`config.mk`:
```
export PLATFORM = sky130hd
export DESIGN_NAME = midpoint_line_clipper_core
export DESIGN_NICKNAME = d
export VERILOG_FILES = /design/src/hdl/mlc_pkg.sv /design/src/hdl/midpoint_line_clipper_core.sv
export SDC_FILE = /design/constraint.sdc
export NUM_CORES = 1
export LEC_CHECK = 0
export ABC_AREA = 1
export BUFFER_PORTS_ARGS = -buffer_cell sky130_fd_sc_hd__buf_2
export CORE_MARGIN = 2
export CORE_UTILIZATION = 40
export DETAILED_ROUTE_END_ITERATION = 10
export PLACE_DENSITY = 0.56
export SETUP_SLACK_MARGIN = 0.5
export SYNTH_ARGS = -nofsm -noshare
export SYNTH_HDL_FRONTEND = slang
export SYNTH_SLANG_ARGS = --single-unit
```
`constraint.sdc`:
```
create_clock -name i_clk -period 10.1 [get_ports i_clk]
set_input_delay 1.01 -clock i_clk [delete_from_list [all_inputs] [get_ports i_clk]]
set_output_delay 1.01 -clock i_clk [all_outputs]
set_load 0.05 [all_outputs]
```
`src/hdl/mlc_pkg.sv`:
```
package mlc_pkg;

    // Coordinate width of every window register, input field and result field
    localparam int COORD_BITS = 11;

    // Pieces emitted for one segment before the work is cut short
    localparam int MAX_RESULTS = 32;
    localparam int NCNT_BITS   = $clog2(MAX_RESULTS + 1);

    // Region outcode bits
    localparam logic [3:0] CODE_LEFT   = 4'h1;
    localparam logic [3:0] CODE_BOTTOM = 4'h2;
    localparam logic [3:0] CODE_RIGHT  = 4'h4;
    localparam logic [3:0] CODE_TOP    = 4'h8;

    // Configuration register indexes (byte address 4*index)
    localparam logic [1:0] REG_WINDOW_LEFT   = 2'd0;
    localparam logic [1:0] REG_WINDOW_RIGHT  = 2'd1;
    localparam logic [1:0] REG_WINDOW_BOTTOM = 2'd2;
    localparam logic [1:0] REG_WINDOW_TOP    = 2'd3;

    typedef logic [COORD_BITS-1:0] t_coord;
    typedef logic [3:0]            t_code;

    typedef struct packed {
        t_coord ax;
        t_coord ay;
        t_coord bx;
        t_coord by;
    } t_seg;

    typedef struct packed {
        t_coord start_x;
        t_coord start_y;
        t_coord end_x;
        t_coord end_y;
    } t_in_item;

    typedef struct packed {
        logic   visible;
        t_coord piece_ax;
        t_coord piece_ay;
        t_coord piece_bx;
        t_coord piece_by;
        logic   last;
    } t_out_item;

    // Region outcode of one point against the window
    function automatic t_code outcode(input t_coord x, input t_coord y,
                                      input t_coord left, input t_coord right,
                                      input t_coord bottom, input t_coord top);
        t_code c;
        c = '0;
        if (x < left)   c = c | CODE_LEFT;
        if (x > right)  c = c | CODE_RIGHT;
        if (y < bottom) c = c | CODE_BOTTOM;
        if (y > top)    c = c | CODE_TOP;
        return c;
    endfunction

endpackage

```
`src/hdl/midpoint_line_clipper_core.sv`:
```
// Channel  | Direction | Handshake                 | Payload
// ---------+-----------+---------------------------+---------------------------------
// in       | input     | i_in_valid / o_in_stall   | i_in_data  (start_x..end_y)
// out      | output    | o_out_valid / i_out_stall | o_out_data (visible..last)
// apb      | input     | psel penable pwrite pready | paddr, pwdata, prdata (windows)
//
// A step that ends at the outcode test (reject or fully inside) passes ORDER to order the
// ends, CODEA and CODEB for the first and second end through the single outcode unit, then
// MID for the test. A step that subdivides goes on through CODEM and DECIDE: the midpoint
// pass and the decision. A visible piece passes EMIT, each dropped segment NEXT (which also
// pops a pending half), the closing result FINISH, and accepting a segment IDLE.
// Reset is synchronous and active low; it restores the full window and empties the block.
// The block takes a new segment only when idle; a stalled output holds the sequencer
// whenever a finished piece must move out and the output register is still full.
module midpoint_line_clipper_core #(
    parameter int STACK_DEPTH = 12
) (
    input  logic                 i_clk,
    input  logic                 i_rst_n,
    input  logic                 i_in_valid,
    output logic                 o_in_stall,
    input  mlc_pkg::t_in_item    i_in_data,
    output logic                 o_out_valid,
    input  logic                 i_out_stall,
    output mlc_pkg::t_out_item   o_out_data,
    input  logic                 psel,
    input  logic                 penable,
    input  logic                 pwrite,
    input  logic [3:0]           paddr,
    input  logic [31:0]          pwdata,
    output logic [31:0]          prdata,
    output logic                 pready
);

    localparam int SW = (STACK_DEPTH > 1) ? $clog2(STACK_DEPTH) : 1;
    localparam int CW = $clog2(STACK_DEPTH + 1);
    localparam int CB = mlc_pkg::COORD_BITS;
    localparam int NB = mlc_pkg::NCNT_BITS;

    localparam logic [3:0] ST_IDLE   = 4'd0;
    localparam logic [3:0] ST_ORDER  = 4'd1;
    localparam logic [3:0] ST_CODEA  = 4'd2;
    localparam logic [3:0] ST_CODEB  = 4'd3;
    localparam logic [3:0] ST_MID    = 4'd4;
    localparam logic [3:0] ST_CODEM  = 4'd5;
    localparam logic [3:0] ST_DECIDE = 4'd6;
    localparam logic [3:0] ST_EMIT   = 4'd7;
    localparam logic [3:0] ST_NEXT   = 4'd8;
    localparam logic [3:0] ST_FINISH = 4'd9;

    logic [3:0]          r_state;
    logic [CW-1:0]       r_cnt;
    logic [NB-1:0]       r_n;
    logic                r_ov;
    logic                r_held_v;
    logic                r_done_after;
    mlc_pkg::t_coord     r_left, r_right, r_bottom, r_top;

    mlc_pkg::t_seg       r_seg;
    mlc_pkg::t_seg       r_pc;
    mlc_pkg::t_seg       r_held;
    mlc_pkg::t_code      r_c1, r_c2, r_cm;
    mlc_pkg::t_coord     r_tx, r_ty;
    mlc_pkg::t_out_item  r_out;
    mlc_pkg::t_seg       r_stack [STACK_DEPTH];

    logic                in_acc;
    logic                out_free;
    logic                out_load;
    logic                cfg_wr;
    mlc_pkg::t_coord     px, py;
    mlc_pkg::t_code      code_q;
    logic [CB:0]         sum_x, sum_y;
    logic                stop;
    logic                emit_dec;
    logic                push_dec;
    logic                push_en;
    logic                can_push;
    logic [CW-1:0]       pop_cnt;
    mlc_pkg::t_seg       seg_lo;
    mlc_pkg::t_seg       seg_hi;
    mlc_pkg::t_seg       swapped;

    assign in_acc   = i_in_valid && (r_state == ST_IDLE);
    assign out_free = !r_ov || !i_out_stall;
    assign cfg_wr   = psel && penable && pwrite && pready;
    assign can_push = (r_cnt < CW'(STACK_DEPTH));
    assign pop_cnt  = r_cnt - CW'(1);

    // Load the output register with a finished piece or the closing result
    assign out_load = ((r_state == ST_EMIT) && r_held_v && out_free) ||
                      ((r_state == ST_FINISH) && out_free);

    // Select the point for the shared outcode unit
    always_comb begin
        case (r_state)
            ST_CODEA: begin
                px = r_seg.ax;
                py = r_seg.ay;
            end
            ST_CODEB: begin
                px = r_seg.bx;
                py = r_seg.by;
            end
            default: begin
                px = r_tx;
                py = r_ty;
            end
        endcase
    end

    assign code_q = mlc_pkg::outcode(px, py, r_left, r_right, r_bottom, r_top);

    // Midpoint adder
    assign sum_x = {1'b0, r_seg.ax} + {1'b0, r_seg.bx};
    assign sum_y = {1'b0, r_seg.ay} + {1'b0, r_seg.by};

    // Halves around the midpoint, and the swapped segment
    assign seg_lo  = '{ax: r_seg.ax, ay: r_seg.ay, bx: r_tx, by: r_ty};
    assign seg_hi  = '{ax: r_tx, ay: r_ty, bx: r_seg.bx, by: r_seg.by};
    assign swapped = '{ax: r_seg.bx, ay: r_seg.by, bx: r_seg.ax, by: r_seg.ay};

    // Step decision on the registered codes and midpoint
    always_comb begin
        stop     = ((r_tx == r_seg.ax) && (r_ty == r_seg.ay)) ||
                   ((r_tx == r_seg.bx) && (r_ty == r_seg.by));
        emit_dec = 1'b0;
        push_dec = 1'b0;
        if (!stop) begin
            if (r_cm == '0) begin
                if ((r_c1 == '0) || (r_c2 == '0)) begin
                    emit_dec = 1'b1;
                end else begin
                    push_dec = 1'b1;
                end
            end else if (((r_c1 & r_cm) == '0) && ((r_c2 & r_cm) == '0)) begin
                push_dec = 1'b1;
            end
        end
    end

    assign push_en = (r_state == ST_DECIDE) && push_dec && can_push;

    // Sequencer and control state
    always_ff @(posedge i_clk) begin
        if (!i_rst_n) begin
            r_state      <= ST_IDLE;
            r_cnt        <= '0;
            r_n          <= '0;
            r_ov         <= 1'b0;
            r_held_v     <= 1'b0;
            r_done_after <= 1'b0;
            r_left       <= '0;
            r_right      <= '1;
            r_bottom     <= '0;
            r_top        <= '1;
        end else begin
            // Raise valid on a new result, drop it once the transaction is taken
            if (out_load) begin
                r_ov <= 1'b1;
            end else if (!i_out_stall) begin
                r_ov <= 1'b0;
            end
            if (cfg_wr) begin
                case (paddr[3:2])
                    mlc_pkg::REG_WINDOW_LEFT:   r_left   <= pwdata[CB-1:0];
                    mlc_pkg::REG_WINDOW_RIGHT:  r_right  <= pwdata[CB-1:0];
                    mlc_pkg::REG_WINDOW_BOTTOM: r_bottom <= pwdata[CB-1:0];
                    mlc_pkg::REG_WINDOW_TOP:    r_top    <= pwdata[CB-1:0];
                    default: ;
                endcase
            end
            case (r_state)
                ST_IDLE: begin
                    if (in_acc) begin
                        r_state  <= ST_ORDER;
                        r_cnt    <= '0;
                        r_n      <= '0;
                        r_held_v <= 1'b0;
                    end
                end
                ST_ORDER: r_state <= ST_CODEA;
                ST_CODEA: r_state <= ST_CODEB;
                ST_CODEB: r_state <= ST_MID;
                ST_MID: begin
                    if ((r_c1 & r_c2) != '0) begin
                        r_state <= ST_NEXT;
                    end else if ((r_c1 | r_c2) == '0) begin
                        r_done_after <= 1'b1;
                        r_state      <= ST_EMIT;
                    end else begin
                        r_state <= ST_CODEM;
                    end
                end
                ST_CODEM: r_state <= ST_DECIDE;
                ST_DECIDE: begin
                    if (stop) begin
                        r_state <= ST_NEXT;
                    end else if (emit_dec) begin
                        r_done_after <= 1'b0;
                        r_state      <= ST_EMIT;
                    end else begin
                        if (push_en) begin
                            r_cnt <= r_cnt + CW'(1);
                        end
                        r_state <= ST_ORDER;
                    end
                end
                ST_EMIT: begin
                    // Move the previous piece out before holding the new one
                    if (!r_held_v || out_free) begin
                        r_held_v <= 1'b1;
                        r_n      <= r_n + NB'(1);
                        if (r_n == NB'(mlc_pkg::MAX_RESULTS - 1)) begin
                            r_state <= ST_FINISH;
                        end else if (r_done_after) begin
                            r_state <= ST_NEXT;
                        end else begin
                            r_state <= ST_ORDER;
                        end
                    end
                end
                ST_NEXT: begin
                    if (r_cnt != '0) begin
                        r_cnt   <= pop_cnt;
                        r_state <= ST_ORDER;
                    end else begin
                        r_state <= ST_FINISH;
                    end
                end
                ST_FINISH: begin
                    if (out_free) begin
                        r_held_v <= 1'b0;
                        r_state  <= ST_IDLE;
                    end
                end
                default: r_state <= ST_IDLE;
            endcase
        end
    end

    // Datapath registers
    always_ff @(posedge i_clk) begin
        case (r_state)
            ST_IDLE: begin
                if (in_acc) begin
                    r_seg <= '{ax: i_in_data.start_x, ay: i_in_data.start_y,
                               bx: i_in_data.end_x,   by: i_in_data.end_y};
                end
            end
            ST_ORDER: begin
                if (r_seg.ax > r_seg.bx) begin
                    r_seg <= swapped;
                end
            end
            ST_CODEA: r_c1 <= code_q;
            ST_CODEB: r_c2 <= code_q;
            ST_MID: begin
                r_tx <= sum_x[CB:1];
                r_ty <= sum_y[CB:1];
                r_pc <= r_seg;
            end
            ST_CODEM: r_cm <= code_q;
            ST_DECIDE: begin
                if (!stop) begin
                    if (r_cm == '0) begin
                        if (r_c1 == '0) begin
                            r_pc  <= seg_lo;
                            r_seg <= seg_hi;
                        end else if (r_c2 == '0) begin
                            r_pc  <= '{ax: r_seg.bx, ay: r_seg.by, bx: r_tx, by: r_ty};
                            r_seg <= seg_lo;
                        end else begin
                            r_seg <= seg_lo;
                        end
                    end else if ((r_c1 & r_cm) != '0) begin
                        r_seg <= seg_hi;
                    end else begin
                        r_seg <= seg_lo;
                    end
                end
            end
            ST_EMIT: begin
                if (!r_held_v || out_free) begin
                    if (r_held_v) begin
                        r_out <= '{visible: 1'b1, piece_ax: r_held.ax, piece_ay: r_held.ay,
                                   piece_bx: r_held.bx, piece_by: r_held.by, last: 1'b0};
                    end
                    r_held <= r_pc;
                end
            end
            ST_NEXT: begin
                if (r_cnt != '0) begin
                    r_seg <= r_stack[pop_cnt[SW-1:0]];
                end
            end
            ST_FINISH: begin
                if (out_free) begin
                    if (r_held_v) begin
                        r_out <= '{visible: 1'b1, piece_ax: r_held.ax, piece_ay: r_held.ay,
                                   piece_bx: r_held.bx, piece_by: r_held.by, last: 1'b1};
                    end else begin
                        r_out <= '{visible: 1'b0, piece_ax: '0, piece_ay: '0,
                                   piece_bx: '0, piece_by: '0, last: 1'b1};
                    end
                end
            end
            default: ;
        endcase
    end

    // Pending-half stack; a full stack drops the half
    always_ff @(posedge i_clk) begin
        if (push_en) begin
            r_stack[r_cnt[SW-1:0]] <= seg_hi;
        end
    end

    // Register read-back
    always_comb begin
        prdata = '0;
        case (paddr[3:2])
            mlc_pkg::REG_WINDOW_LEFT:   prdata[CB-1:0] = r_left;
            mlc_pkg::REG_WINDOW_RIGHT:  prdata[CB-1:0] = r_right;
            mlc_pkg::REG_WINDOW_BOTTOM: prdata[CB-1:0] = r_bottom;
            mlc_pkg::REG_WINDOW_TOP:    prdata[CB-1:0] = r_top;
            default: prdata = '0;
        endcase
    end

    assign pready      = 1'b1;
    assign o_in_stall  = (r_state != ST_IDLE);
    assign o_out_valid = r_ov;
    assign o_out_data  = r_out;

    // Piece count stays within the result limit
    a_n_limit: assert property (@(posedge i_clk) disable iff (!i_rst_n)
        r_n <= NB'(mlc_pkg::MAX_RESULTS))
        else $error("piece count above result limit");

    // Stack never holds more than its depth
    a_stack_limit: assert property (@(posedge i_clk) disable iff (!i_rst_n)
        r_cnt <= CW'(STACK_DEPTH))
        else $error("stack count above depth");

    // An empty result carries zero coordinates and closes the segment
    a_empty_result: assert property (@(posedge i_clk) disable iff (!i_rst_n)
        (o_out_valid && !o_out_data.visible) |->
            (o_out_data.last && (o_out_data.piece_ax == '0) && (o_out_data.piece_ay == '0) &&
             (o_out_data.piece_bx == '0) && (o_out_data.piece_by == '0)))
        else $error("empty result malformed");

    // An accepted transaction starts work at once
    a_start: assert property (@(posedge i_clk) disable iff (!i_rst_n)
        (i_in_valid && !o_in_stall) |=> (o_in_stall && (r_state == ST_ORDER)))
        else $error("segment not started after accept");

endmodule
```
==> results.md, run 1 <==
- The congestion estimate from routability-driven global placement came to between 0.9 and 1.
- The worst hold path class is flip-flop to flip-flop.
- The library cells used most frequently in the layout, excluding fill and tap cells, are sky130_fd_sc_hd__nand2_1, sky130_fd_sc_hd__edfxtp_1, sky130_fd_sc_hd__a21oi_1, sky130_fd_sc_hd__inv_1, sky130_fd_sc_hd__buf_2.
- After clock tree synthesis, the flow added hold-fix buffers numbering 0.
- CTS placed an instance of sky130_fd_sc_hd__clkbuf_16 at the clock tree root.
- The post-cts gate resize count is 0.
- The total overflow reported by the global router is 0.
- The repair_antennas step left the layout with diodes totalling 0.
- The number of failing hold endpoints at the final stage is 0.
- For the pin with the worst max-slew slack, the measured transition is 1.09 ns.
- The depth of the most critical reg-to-reg path is 10.
- The leakage component of the power is 14.7 nW.
- The final-layout setup total negative slack is 0 ns.
- The register clock-pin slew on the reported worst setup and hold paths is approximately 0.060 ns.
- The average instance in the mapped netlist occupies ~11 um2.
- The reg-to-reg startpoint is r_cnt[0]$_SDFFE_PN0P_.
- The setup slack after layout is 5.47 ns.
- The number of global-route vias before repair came to 22400.
- During placement, the flow inserted port buffers numbering 122.
- The first-pass GRT wire length is between 100000 and 150000 um.
- STA classifies the critical path startpoint as a flip-flop.
- Counting the fill cells in the layout gives between 7000 and 8000.
- The die is 300 um tall.
- In the post-synthesis netlist, the biggest area contributors are sky130_fd_sc_hd__edfxtp_1, sky130_fd_sc_hd__nand2_1, sky130_fd_sc_hd__a21oi_1, sky130_fd_sc_hd__dfxtp_1, sky130_fd_sc_hd__ha_1.
- The power density over cell area is 290 mW/mm2.
- The number of synthesized register bits is approximately 800.
- The number of instances on the worst hold path is 0.
- The worst setup path is captured at a flip-flop.
- Of the post-synthesis cell area, the dominant cell type holds between 60 and 70%.
- The required time of the critical path is 10.45 ns.
- The post-detailed-route via-to-cell ratio is between 5 and 6.
- The proportion of register bits with asynchronous set or reset after synthesis is 0%.
- The worst slack at placement is 5.44 ns.
- The starting density of the core is ~40%.
- Detailed placement finished with a half-perimeter wire length of 59700 um.
- The floorplan step defined a die boundary enclosing between 0.09 and 0.1 mm2.
- The count of different cell masters after synthesis is 61.
- The post-route DRC violation count is 0.
- The synthesized netlist occupies a cell area of 0.0352 mm2.
- The worst relative slew slack is 27.5%.
- Clock tree synthesis found a total of 801 sinks.
- In this run the critical register-to-register path is captured at r_seg[25]$_DFFE_PP_.
- The start point of the critical path is r_cnt[0]$_SDFFE_PN0P_.
- The CTS buffer count is 83.
- The clock insertion delay at the later pin of the skew report is 0.64 ns.
- The critical path in this run is classified as flip-flop to flip-flop.
- The total area of multi-input combinational cells is between 0.01 and 0.015 mm2.
- The final net count is 3369.
- Global routing used 22.3% of the available tracks across all layers.
- The final number of max-transition violations is 0.
- The H-tree level count is 3.
- Leaving out fill and tap cells, the most frequent cell in the layout is sky130_fd_sc_hd__nand2_1.
- The worst-case clock skew is about 0.018 ns.
- For the finished layout, the period the worst path requires is 4.63 ns.
- The maximum fanout count along the critical path is 103.
- Setup repair after global routing left no endpoint under its margin.
- The largest total area in the synthesized netlist belongs to sky130_fd_sc_hd__edfxtp_1.
- The count of maximum capacitance violations is 0.
- The number of detailed-routing iterations run before antenna repair is 6.
- In this run the post-CTS setup repair buffer count came out at 0.
- In the synthesized netlist, the number of instances is 3113.
- The Yosys step of the flow raised 0 warnings.
- The initial antenna violation count is 1.
- The fraction of final layout cells sized beyond drive strength 1 is 11.0%.
- The reg2reg setup slack is 5.47 ns.
- The routed design has roughly 100000 um of wire.
- Setup violations remaining at the end of the flow were counted as 0.
- In the finished design, the share of the clock period the worst path needs comes to a little under half.
- The per-cell routed wire length is roughly 23 um.
- The flow ran to the end, and the final reports show no timing, DRC or antenna violations.
- The deepest clock path buffer count is 3.
- The core outline area is 0.0869 mm2.
- The timing-limited maximum frequency is about 0.22 GHz.
- The count of pins on the block boundary is ~170.
- The chip width is 300 um.
- The storage element area is about 0.023 mm2.
- The synthesized design contains 740 enable-type register cells.
- In this run the worst setup path terminates at r_seg[25]$_DFFE_PP_.
- For this block, the via count after detailed routing is around 24000.
- Entering global routing, the biggest net connects 153 pins.
- The sequential-to-total area share from yosys stat is 66.7%.
- At the worst endpoint, the arrival time is 4.98 ns.
- The TritonCTS clock tree is built.
- The flip-flop cell with the highest count after synthesis is sky130_fd_sc_hd__edfxtp_1.
- The count of standard-cell rows is 108.
- The initial detailed-routing violation count is between 2000 and 3000.
- The worst IR drop on VDD is 0.204 mV.
- The residual antenna-violating net count after detailed routing is 0.
- Compared with the post-synthesis result, the final layout area differs by 12.5%.
-- flip-flops by register name (all words and copies together), names as in the netlist, 44 cells and up --
signal,flops
o_out_data,46
r_stack,528
r_held,44
r_pc,44
r_seg,44
-- synth_stat cells (all sizes together), types with 31 or more instances --
cell	number
buf	99
a22oi	46
o2111ai	46
dfxtp	61
edfxtp	740
clkbuf	82
nand2	849
nor2	146
nor3	54
inv	230
ha	79
o21ai	106
o221ai	44
nand3	31
a21oi	329
a32oi	44
-- logic make-up after synthesis --
family	count (synthesis)	share of synthesized area [%]
AOI/OAI and AO/OA	685	12.0
xor gates and xnor gates	28	0.719
adders and majority gates	81	2.93
buffers and inverters	413	4.96
DFF	801	66.7
other	2	0.0214
and+or+nand+nor	1103	12.7
-- layer usage --
metal	GRT usage, %	wire length, um	up-vias
li1	-	-	11200
met1	33.2	45800	11900
met2	33.5	44800	973
met3	3.88	8520	160
met4	6.39	2660	0
met5	0	0	-
-- through the flow --
step | instance area [um2] | cells | hold WS [ns] | utilization, % | power, mW
3_3_place_gp | 36900 | 4271 | 0.400 | 42.5 | 8.40
6_report | 39600 | 4423 | 0.418 | 45.5 | 11.5
5_1_grt | 39600 | 4423 | 0.422 | 45.5 | 12.1
4_1_cts | 39600 | 4423 | 0.419 | 45.5 | 11.4
2_1_floorplan | 35200 | 3133 | 0.400 | - | 7.11
3_5_place_dp | 36900 | 4271 | 0.405 | 42.5 | 8.43
-- power breakdown --
group | leakage [nW] | internal, mW | switching, mW
registers | 7.19 | 4.07 | 0.453
logic | 6.18 | 1.16 | 2.75
clock network | 1.29 | 1.74 | 1.28
total | 14.7 | 6.97 | 4.48
-- final cells by class --
class	instances	share of cell area (%)
clock buffers	109	5.74
clock inverters	43	0.971
inverters	232	2.24
multi-input cells	1919	25.7
flip-flops and latches	801	59.3
well taps	1155	3.65
repair buffers	164	2.37
-- worst min-delay path by stage --
| stage | endpoint | slack (ns) | from |
|---|---|---|---|
| 2_1_floorplan | r_held[0]$_DFFE_PP_ | 0.40 | r_pc[0]$_DFFE_PP_ |
| 3_3_place_gp | r_held[11]$_DFFE_PP_ | 0.40 | r_pc[11]$_DFFE_PP_ |
| 3_5_place_dp | r_held[7]$_DFFE_PP_ | 0.40 | r_pc[7]$_DFFE_PP_ |
| 4_1_cts | r_held[7]$_DFFE_PP_ | 0.42 | r_pc[7]$_DFFE_PP_ |
| 5_1_grt | r_held[7]$_DFFE_PP_ | 0.42 | r_pc[7]$_DFFE_PP_ |
| 6_report | r_held[2]$_DFFE_PP_ | 0.42 | r_pc[2]$_DFFE_PP_ |
-- worst max-delay path, stage by stage, from the launching register on --
cell and delay [ns]:
sky130_fd_sc_hd__dfxtp_4 0.63, sky130_fd_sc_hd__inv_8 0.27, sky130_fd_sc_hd__ha_4 0.49, sky130_fd_sc_hd__inv_6 0.42
sky130_fd_sc_hd__buf_4 0.80, sky130_fd_sc_hd__buf_4 0.71, sky130_fd_sc_hd__nand2_1 0.13, sky130_fd_sc_hd__a21oi_1 0.14
sky130_fd_sc_hd__nor3_1 0.06, sky130_fd_sc_hd__o221ai_1 0.34, sky130_fd_sc_hd__o2111ai_1 0.17
(Power assumes the default switching activity.)
==> inputs of run 2 (changes only) <==
--- a/config.mk
+++ b/config.mk
@@ -5,7 +5,7 @@
 export SDC_FILE = /design/constraint.sdc
 export NUM_CORES = 1
 export LEC_CHECK = 0
-export ABC_AREA = 1
+export ABC_AREA = 0
 export BUFFER_PORTS_ARGS = -buffer_cell sky130_fd_sc_hd__buf_2
 export CORE_MARGIN = 2
 export CORE_UTILIZATION = 40
==> constraint.sdc (replaced) <==
create_clock -name i_clk -period 4.5 [get_ports i_clk]
set_input_delay 0.45 -clock i_clk [delete_from_list [all_inputs] [get_ports i_clk]]
set_output_delay 0.45 -clock i_clk [all_outputs]
set_load 0.05 [all_outputs]
==> run 2 against run 1 <==
  * Worst hold slack got worse by 0.31 ns
  * Via count fell by 18%
  * Power rose by 55%
  * Critical endpoint is now r_cm[1]$_DFFE_PP_
  * Highest routed layer is now met5
==> results.md, run 2 <==
- The count of pins on the block boundary was 168 (unchanged).
- STA classifies the critical path startpoint as a flip-flop.
- The via count is 20000 (-18%).
- The initial antenna violation count is 5 (+4).
- The highest metal layer used by the detailed router is met5.
- The arrival time of the worst setup path is 4.08 ns (-0.90 ns).
- The initial detailed-routing violation count was 1637 (-41%).
- The number of cells after detailed placement was 3382 (-21%).
- The timing-limited maximum frequency was 0.269 GHz (+25%).
- The total clock sinks is 801 (unchanged).
- Setup repair after global routing left no endpoint under its margin.
- In this design, the largest share of critical-path delay is due to compound AO/OA/AOI/OAI gates.
- The deepest clock path buffer count came to 3 (unchanged).
- After synthesis, the most frequently instantiated cells are sky130_fd_sc_hd__edfxtp_1, sky130_fd_sc_hd__nand2_1, sky130_fd_sc_hd__mux4_2, sky130_fd_sc_hd__nor2_1, sky130_fd_sc_hd__mux2i_1.
- The worst IR drop on VDD is 0.317 mV (+55%).
- The post-detailed-routing wire length is 94600 um (-7.1%).
- The worst slack at placement was 0.599 ns (-4.84 ns).
- The worst path buffer plus inverter count is 1 (-3).
- The placer's final routability congestion estimate came to 0.899 (-0.38%).
- The number of detailed-routing iterations run before antenna repair is 8 (+2).
- The global-route total usage across every layer is 21.3% (-1.0 points).
- The die extent in y is 298 um (-0.87%).
- The library cells used most frequently in the layout, excluding fill and tap cells, are sky130_fd_sc_hd__edfxtp_1, sky130_fd_sc_hd__nand2_1, sky130_fd_sc_hd__mux4_2, sky130_fd_sc_hd__buf_2, sky130_fd_sc_hd__nor2_1.
- The post-synthesis instance area is 0.0345 mm2 (-1.8%).
- The tightest min-delay check is of the input pin to flip-flop type.
- The CTS buffer count is 85 (+2.4%).
- The required time of the critical path was 4.86 ns (-5.59 ns).
- The worst stage delay on the critical path was 0.55 ns (-0.25 ns).
- The register clock-pin slew on the reported worst setup and hold paths is 0.06 ns (about the same).
- The most common cell after layout, fill and taps aside is sky130_fd_sc_hd__edfxtp_1.
- The met2 wire length was 43100 um (-3.7%).
- The library cell appearing most often on the critical path is sky130_fd_sc_hd__a21oi_1.
- The floorplan die area was 0.0887 mm2 (-1.7%).
- The setup-violating endpoint count in the final report is 0 (unchanged).
- By area the synthesized netlist is led by sky130_fd_sc_hd__edfxtp_1, sky130_fd_sc_hd__mux4_2, sky130_fd_sc_hd__dfxtp_1, sky130_fd_sc_hd__ha_1, sky130_fd_sc_hd__mux2i_1.
- Walking the worst path, the cells encountered are nor3b_4 -> buf_4 -> nor2_1 -> a21oi_1 -> ha_1 -> a21oi_1 -> nor2b_1 -> a2111oi_0 -> o21ai_0 -> a221oi_1.
- The first-pass GRT wire length is 138000 um (-7.1%).
- The number of input and output port buffers inserted is 122 (unchanged).
- The final number of max-transition violations is 0 (unchanged).
- The run finished with clean final reports.
- The wire length on met1 is 41800 um (-8.9%).
- The count of standard-cell rows came to 107 (-0.93%).
- The count of different cell masters after synthesis is 69 (+13%).
- The TritonCTS clock tree is built.
- The core outline area is 0.0854 mm2 (-1.7%).
- The number of global-route vias before repair is 20000 (-11%).
- The number of inserted filler cells in the final layout is 7464 (-5.7%).
- The starting density of the core is 40.4% (about the same).
- By instance count, the leading cell after synthesis is sky130_fd_sc_hd__edfxtp_1.
- The placed wire-length estimate after detailed placement is 58900 um (-1.3%).
- The proportion of register bits with asynchronous set or reset after synthesis is 0% (unchanged).
- The number of synthesized register bits is 801 (unchanged).
- The flip-flop count of the largest register after layout came to 528 (unchanged).
- STA classifies the critical path endpoint as a flip-flop.
- The fraction of final layout cells sized beyond drive strength 1 is 22.2% (+11 points).
- The final-layout setup total negative slack is 0 ns (unchanged).
- The sequential-to-total area share from yosys stat is 67.9% (+1.2 points).
- The cell taking the most area after synthesis is sky130_fd_sc_hd__edfxtp_1.
- The synthesized area divided by synthesized cell count is 16.0 um2 (+42%).
- The post-detailed-route via-to-cell ratio is 5.65 (+3.1%).
- The leakage component of the power is 13.3 nW (-9.2%).
- The fraction of synthesized cell area taken by the top area cell type was 64.3% (+1.1 points).
- The number of synthesized flops with an enable pin is 740 (unchanged).
- The Yosys warning count is 0 (unchanged).
- The per-cell routed wire length is 26.7 um (+16%).
- The post-route DRC violation count is 0 (unchanged).
- The total overflow reported by the global router came to 0 (unchanged).
- Compared with the post-synthesis result, the final layout area differs by 14.5%.
- The H-tree level count is 3 (unchanged).
- The final net count is 2494 (-26%).
- The most used flip-flop cell after synthesis is sky130_fd_sc_hd__edfxtp_1.
- The count of maximum capacitance violations is 0 (unchanged).
- The clock period minus worst slack is 3.71 ns (-0.921 ns).
- The final standard cell count with taps included and fillers excluded is 3536 (-20%).
- The setup slack after layout is 0.787 ns (-4.68 ns).
- The share of the cycle needed by the critical path after routing is 82.5% (+37 points).
- The maximum number of pins on one net before global-route repair is 89 (-42%).
- The worst-case clock skew was 0.0237 ns (+0.00538 ns).
- The worst relative slew slack came to 18.8% (-8.7 points).
- The residual antenna-violating net count after detailed routing is 0 (unchanged).
- The chip width was 298 um (-0.87%).
- The count of hold buffers inserted by post-cts repair is 0 (unchanged).
- The antenna diode instance count came to 0 (unchanged).
- The cell at the root of the clock tree is sky130_fd_sc_hd__clkbuf_16.
- The largest individual stage delay along the critical path comes from the cell sky130_fd_sc_hd__nor3b_4.
- The kind of critical path is flip-flop to flip-flop.
- The post-cts gate resize count is 0 (unchanged).
- The met3 wire length is 6670 um (-22%).
- The number of failing hold endpoints at the final stage is 0 (unchanged).
- The maximum fanout count along the critical path is 19 (-82%).
- The measured slew at the worst slew-check pin is 1.22 ns (+0.130 ns).
- The clock insertion delay at the later pin of the skew report is 0.63 ns (about the same).
- The power density over cell area is 450 mW/mm2 (+55%).
- The post-synthesis instance total is 2152 (-31%).
run 2: cell count changes after synthesis, moves of 54 or more:
cell and change:
sky130_fd_sc_hd__inv_1 -125, sky130_fd_sc_hd__o21ai_0 -65, sky130_fd_sc_hd__mux2i_1 +89, sky130_fd_sc_hd__mux4_2 +143
sky130_fd_sc_hd__a21oi_1 -279, sky130_fd_sc_hd__nor2b_1 +54, sky130_fd_sc_hd__nand2_1 -702
run 2: power breakdown:
part,switching [mW],leakage [nW],internal [mW],total (mW)
sequential,0.332,7.18,8.47,8.81
clock,2.84,1.31,3.89,6.72
combinational,1.43,4.83,0.822,2.25
run 2: stage by stage:
stage | hold slack (ns) | power (mW) | area [um2] | utilization [%]
2_1_floorplan | 0.400 | 10.3 | 34600 | -
3_3_place_gp | 0.406 | 11.1 | 36900 | 43.2
3_5_place_dp | 0.405 | 11.2 | 36900 | 43.2
4_1_cts | 0.0724 | 17.9 | 39500 | 46.3
5_1_grt | 0.0939 | 18.4 | 39600 | 46.3
6_report | 0.106 | 17.8 | 39600 | 46.3
run 2: final timing paths:
path,end,cells after the start,startpoint,slack [ns]
setup / recovery,r_cm[1]$_DFFE_PP_,10,r_state[1]$_SDFFE_PN0P_,0.79
hold / removal,r_right[9]$_SDFFE_PN1P_,3,pwdata[9],0.11
setup reg to reg,r_cm[1]$_DFFE_PP_,10,r_state[1]$_SDFFE_PN0P_,0.79
hold reg to reg,r_held[26]$_DFFE_PP_,0,r_pc[26]$_DFFE_PP_,0.40
run 2: routing by layer:
layer,vias to the layer above,global-route usage (%)
met5,-,0
met4,6,6.65
met3,173,3.77
met2,761,32.8
met1,10300,30.8
li1,8739,-
run 2: cells by family after synthesis:
kind of cell / Yosys count / synth area share, %
flops: 801 / 67.9
simple gates: 418 / 5.69
compound gates: 311 / 6.29
mux: 254 / 12.6
buf+inv: 220 / 2.85
fa+ha+maj: 81 / 2.98
xor+xnor: 65 / 1.67
other cells: 2 / 0.0217
run 2: area by class of cell:
cell class	instances	area, um2	area share (%)
inverters	81	304	0.769
clock inverters	44	374	0.946
repair buffers	206	1370	3.45
clock buffers	109	2290	5.79
multi-input cells	1151	10300	26.1
flip-flops and latches	801	23400	59.3
well taps	1144	1430	3.62
run 2: worst reg2reg max path: cells and delay by family (launching register included):
family	cells	cell delay, ns
AOI/OAI and AO/OA	5	1.54
and+or+nand+nor	3	0.68
DFF	1	0.53
adders and majority gates	1	0.36
buffers and inverters	1	0.35
run 2: what timing repair did:
action                                  CTS  global route
setup buffers                             0             1
endpoints found under the hold margin     0             0
endpoints found under the setup margin    0             9
==> inputs of run 3 (changes only) <==
==> constraint.sdc (replaced) <==
create_clock -name i_clk -period 3.6 [get_ports i_clk]
set_input_delay 0.36 -clock i_clk [delete_from_list [all_inputs] [get_ports i_clk]]
set_output_delay 0.36 -clock i_clk [all_outputs]
set_load 0.05 [all_outputs]
==> run 3 against run 2 <==
  * Power grew 26%
  * Critical endpoint is now r_seg[34]$_DFFE_PP_
  * Clock power is 24% higher
  * Largest cell class unchanged
  * Via count rose by 2.8%
  * Highest routed layer unchanged
  * Critical path depth decreased by 4
==> results.md, run 3 (synthesized netlist as in run 2, its figures left out) <==
- The total area of multi-input combinational cells was 0.0104 mm2 (+0.79%).
- The core outline area came to 0.0854 mm2 (unchanged).
- The setup-violating endpoint count in the final report is 0 (unchanged).
- The post-placement cell area is 0.0374 mm2 (+1.5%).
- The post-route DRC violation count came to 0 (unchanged).
- The flow ran to the end, and the final reports show no timing, DRC or antenna violations.
- The initial antenna violation count is 8 (+3).
- The worst hold path class is input pin to flip-flop.
- The first-pass GRT wire length is 141000 um (+2.3%).
- The timing-limited maximum frequency was 0.330 GHz (+22%).
- The fraction of final layout cells sized beyond drive strength 1 came to 23.7% (+1.5 points).
- The sort of element at the end of the critical path is a flip-flop.
- The final number of max-transition violations is 0 (unchanged).
- The worst relative slew slack is 17.4% (-1.4 points).
- The share of the cycle needed by the critical path after routing came to 84.2% (+1.7 points).
- The global-route total usage across every layer is 21.7% (+0.40 points).
- The chip width is 298 um (unchanged).
- The clock insertion delay at the later pin of the skew report is 0.65 ns (+0.02 ns).
- The storage element area is 0.0235 mm2 (about the same).
- The register clock-pin slew on the reported worst setup and hold paths is 0.06 ns (about the same).
- The maximum fanout count along the critical path came to 29 (+10).
- The count of maximum capacitance violations was 0 (unchanged).
- The leakage component of the power was 13.6 nW (+2.3%).
- The area growth from synthesis to layout is 16.6%.
- The per-cell routed wire length is 26.9 um (+0.57%).
- The setup slack after layout is 0.567 ns (-0.219 ns).
- The H-tree level count is 3 (unchanged).
- The cell at the root of the clock tree is sky130_fd_sc_hd__clkbuf_16.
- The deepest clock path buffer count was 3 (unchanged).
- The final design instance area without fill came to 0.0403 mm2 (+1.8%).
- The most common cell after layout, fill and taps aside is sky130_fd_sc_hd__edfxtp_1.
- The final net count is 2558 (+2.6%).
- The worst hold-check slack is 0.0582 ns (-0.0477 ns).
- The TritonCTS clock tree is built.
- The worst slack at placement was 0.358 ns (-0.241 ns).
- The count of pins on the block boundary came to 168 (unchanged).
- The number of inserted filler cells in the final layout is 7444 (-0.27%).
- The flip-flop count of the largest register after layout came to 528 (unchanged).
- The post-detailed-routing wire length is 96700 um (+2.3%).
- The count of standard-cell rows was 107 (unchanged).
- The final-layout setup total negative slack came to 0 ns (unchanged).
- The measured slew at the worst slew-check pin was 1.24 ns (+0.0203 ns).
- The placer's final routability congestion estimate is 0.898 (-0.12%).
- The residual antenna-violating net count after detailed routing is 0 (unchanged).
- The initial detailed-routing violation count came to 2168 (+32%).
- The CTS buffer count is 84 (-1.2%).
- The power density over cell area is 556 mW/mm2 (+24%).
- The final standard cell utilization of the core is 47.1% (+0.83 points).
- The starting density of the core was 40.4% (unchanged).
- The clock period minus worst slack is 3.03 ns (-0.681 ns).
- The via count is 20500 (+2.8%).
- The number of global-route vias before repair came to 20400 (+2.1%).
- The kind of start point of the critical path is a flip-flop.
- Leaving out fill and tap cells, the most frequent cells in the layout are sky130_fd_sc_hd__edfxtp_1, sky130_fd_sc_hd__nand2_1, sky130_fd_sc_hd__mux4_2, sky130_fd_sc_hd__buf_2, sky130_fd_sc_hd__nor2_1.
- The die extent in y came to 298 um (unchanged).
- Setup repair after global routing could not meet its margin everywhere.
- The total overflow reported by the global router is 0 (unchanged).
- The post-detailed-route via-to-cell ratio is 5.71 (+1.1%).
- The arrival time of the worst setup path is 3.37 ns (-0.71 ns).
- The placed wire-length estimate after detailed placement is 61600 um (+4.6%).
- The antenna diode instance count is 0 (unchanged).
- The floorplan die area is 0.0887 mm2 (unchanged).
- The maximum number of pins on one net before global-route repair is 89 (unchanged).
- The number of input and output port buffers inserted is 122 (unchanged).
- The required time of the critical path is 3.93 ns (-0.93 ns).
- The worst IR drop on VDD is 0.423 mV (+33%).
- The total clock sinks is 801 (unchanged).
- The number of failing hold endpoints at the final stage is 0 (unchanged).
- The number of detailed-routing iterations run before antenna repair was 8 (unchanged).
- The critical path in this run is classified as flip-flop to flip-flop.
- The worst-case clock skew is 0.0348 ns (+0.0111 ns).
run 3: cell count changes in the layout (fill, tap and decap cells not counted), moves of 3 or more:
cell,change
sky130_fd_sc_hd__a21oi_4,+3
sky130_fd_sc_hd__buf_12,+15
sky130_fd_sc_hd__a21oi_1,-3
sky130_fd_sc_hd__buf_4,+37
sky130_fd_sc_hd__dlygate4sd3_1,+11
sky130_fd_sc_hd__clkbuf_16,-3
sky130_fd_sc_hd__clkbuf_1,+4
sky130_fd_sc_hd__clkinv_2,-12
run 3: worst max-delay path, stage by stage (launching register included):
cell,delay [ns]
sky130_fd_sc_hd__edfxtp_1,0.41
sky130_fd_sc_hd__a22o_1,0.25
sky130_fd_sc_hd__a221oi_2,0.25
sky130_fd_sc_hd__o21a_2,0.76
sky130_fd_sc_hd__buf_4,0.37
sky130_fd_sc_hd__a2bb2oi_1,0.43
sky130_fd_sc_hd__a31oi_1,0.23
run 3: repair_timing:
action,4_1_cts,5_1_grt
endpoints found under the hold margin,27,0
hold buffers,11,0
endpoints found under the setup margin,89,35
resized for setup,6,8
gates cloned,2,0
buffers inserted,2,4
pin swaps,2,1
run 3: cell type report:
class / instances / share of cell area (%)
multi-input cells: 1153 / 25.9
repair buffers: 269 / 5.10
well taps: 1144 / 3.55
clock buffers: 109 / 5.51
clock inverters: 38 / 0.951
inverters: 81 / 0.755
flip-flops and latches: 801 / 58.2
run 3: worst paths after layout:
check / start / depth (start not counted) / slack, ns / end
max: r_cm[3]$_DFFE_PP_ / 6 / 0.57 / r_seg[34]$_DFFE_PP_
min: i_out_stall / 3 / 0.06 / o_out_valid$_SDFFE_PN0P_
max reg2reg: r_cm[3]$_DFFE_PP_ / 6 / 0.57 / r_seg[34]$_DFFE_PP_
min reg2reg: r_pc[27]$_DFFE_PP_ / 0 / 0.41 / r_held[27]$_DFFE_PP_
run 3: metrics by stage:
stage               power [mW]  instances
finish                    22.4       3595
global route              23.1       3595
CTS                       22.4       3591
detailed placement        14.1       3429
global placement          14.1       3429
floorplan                 12.8       2172
run 3: per-layer routing:
metal | global-route usage (%) | wire length [um] | up-vias
met5 | 0 | 49 | -
met4 | 6.31 | 2790 | 8
met3 | 4.34 | 7760 | 160
met2 | 32.9 | 43300 | 897
met1 | 31.7 | 42800 | 10600
li1 | - | - | 8872
run 3: where the power goes:
part           total [mW]  leakage [nW]  internal, mW  switching (mW)
sequential           10.8          7.18          10.6           0.217
clock                8.31          1.25          4.72            3.59
combinational        3.25          5.19          1.15            2.10
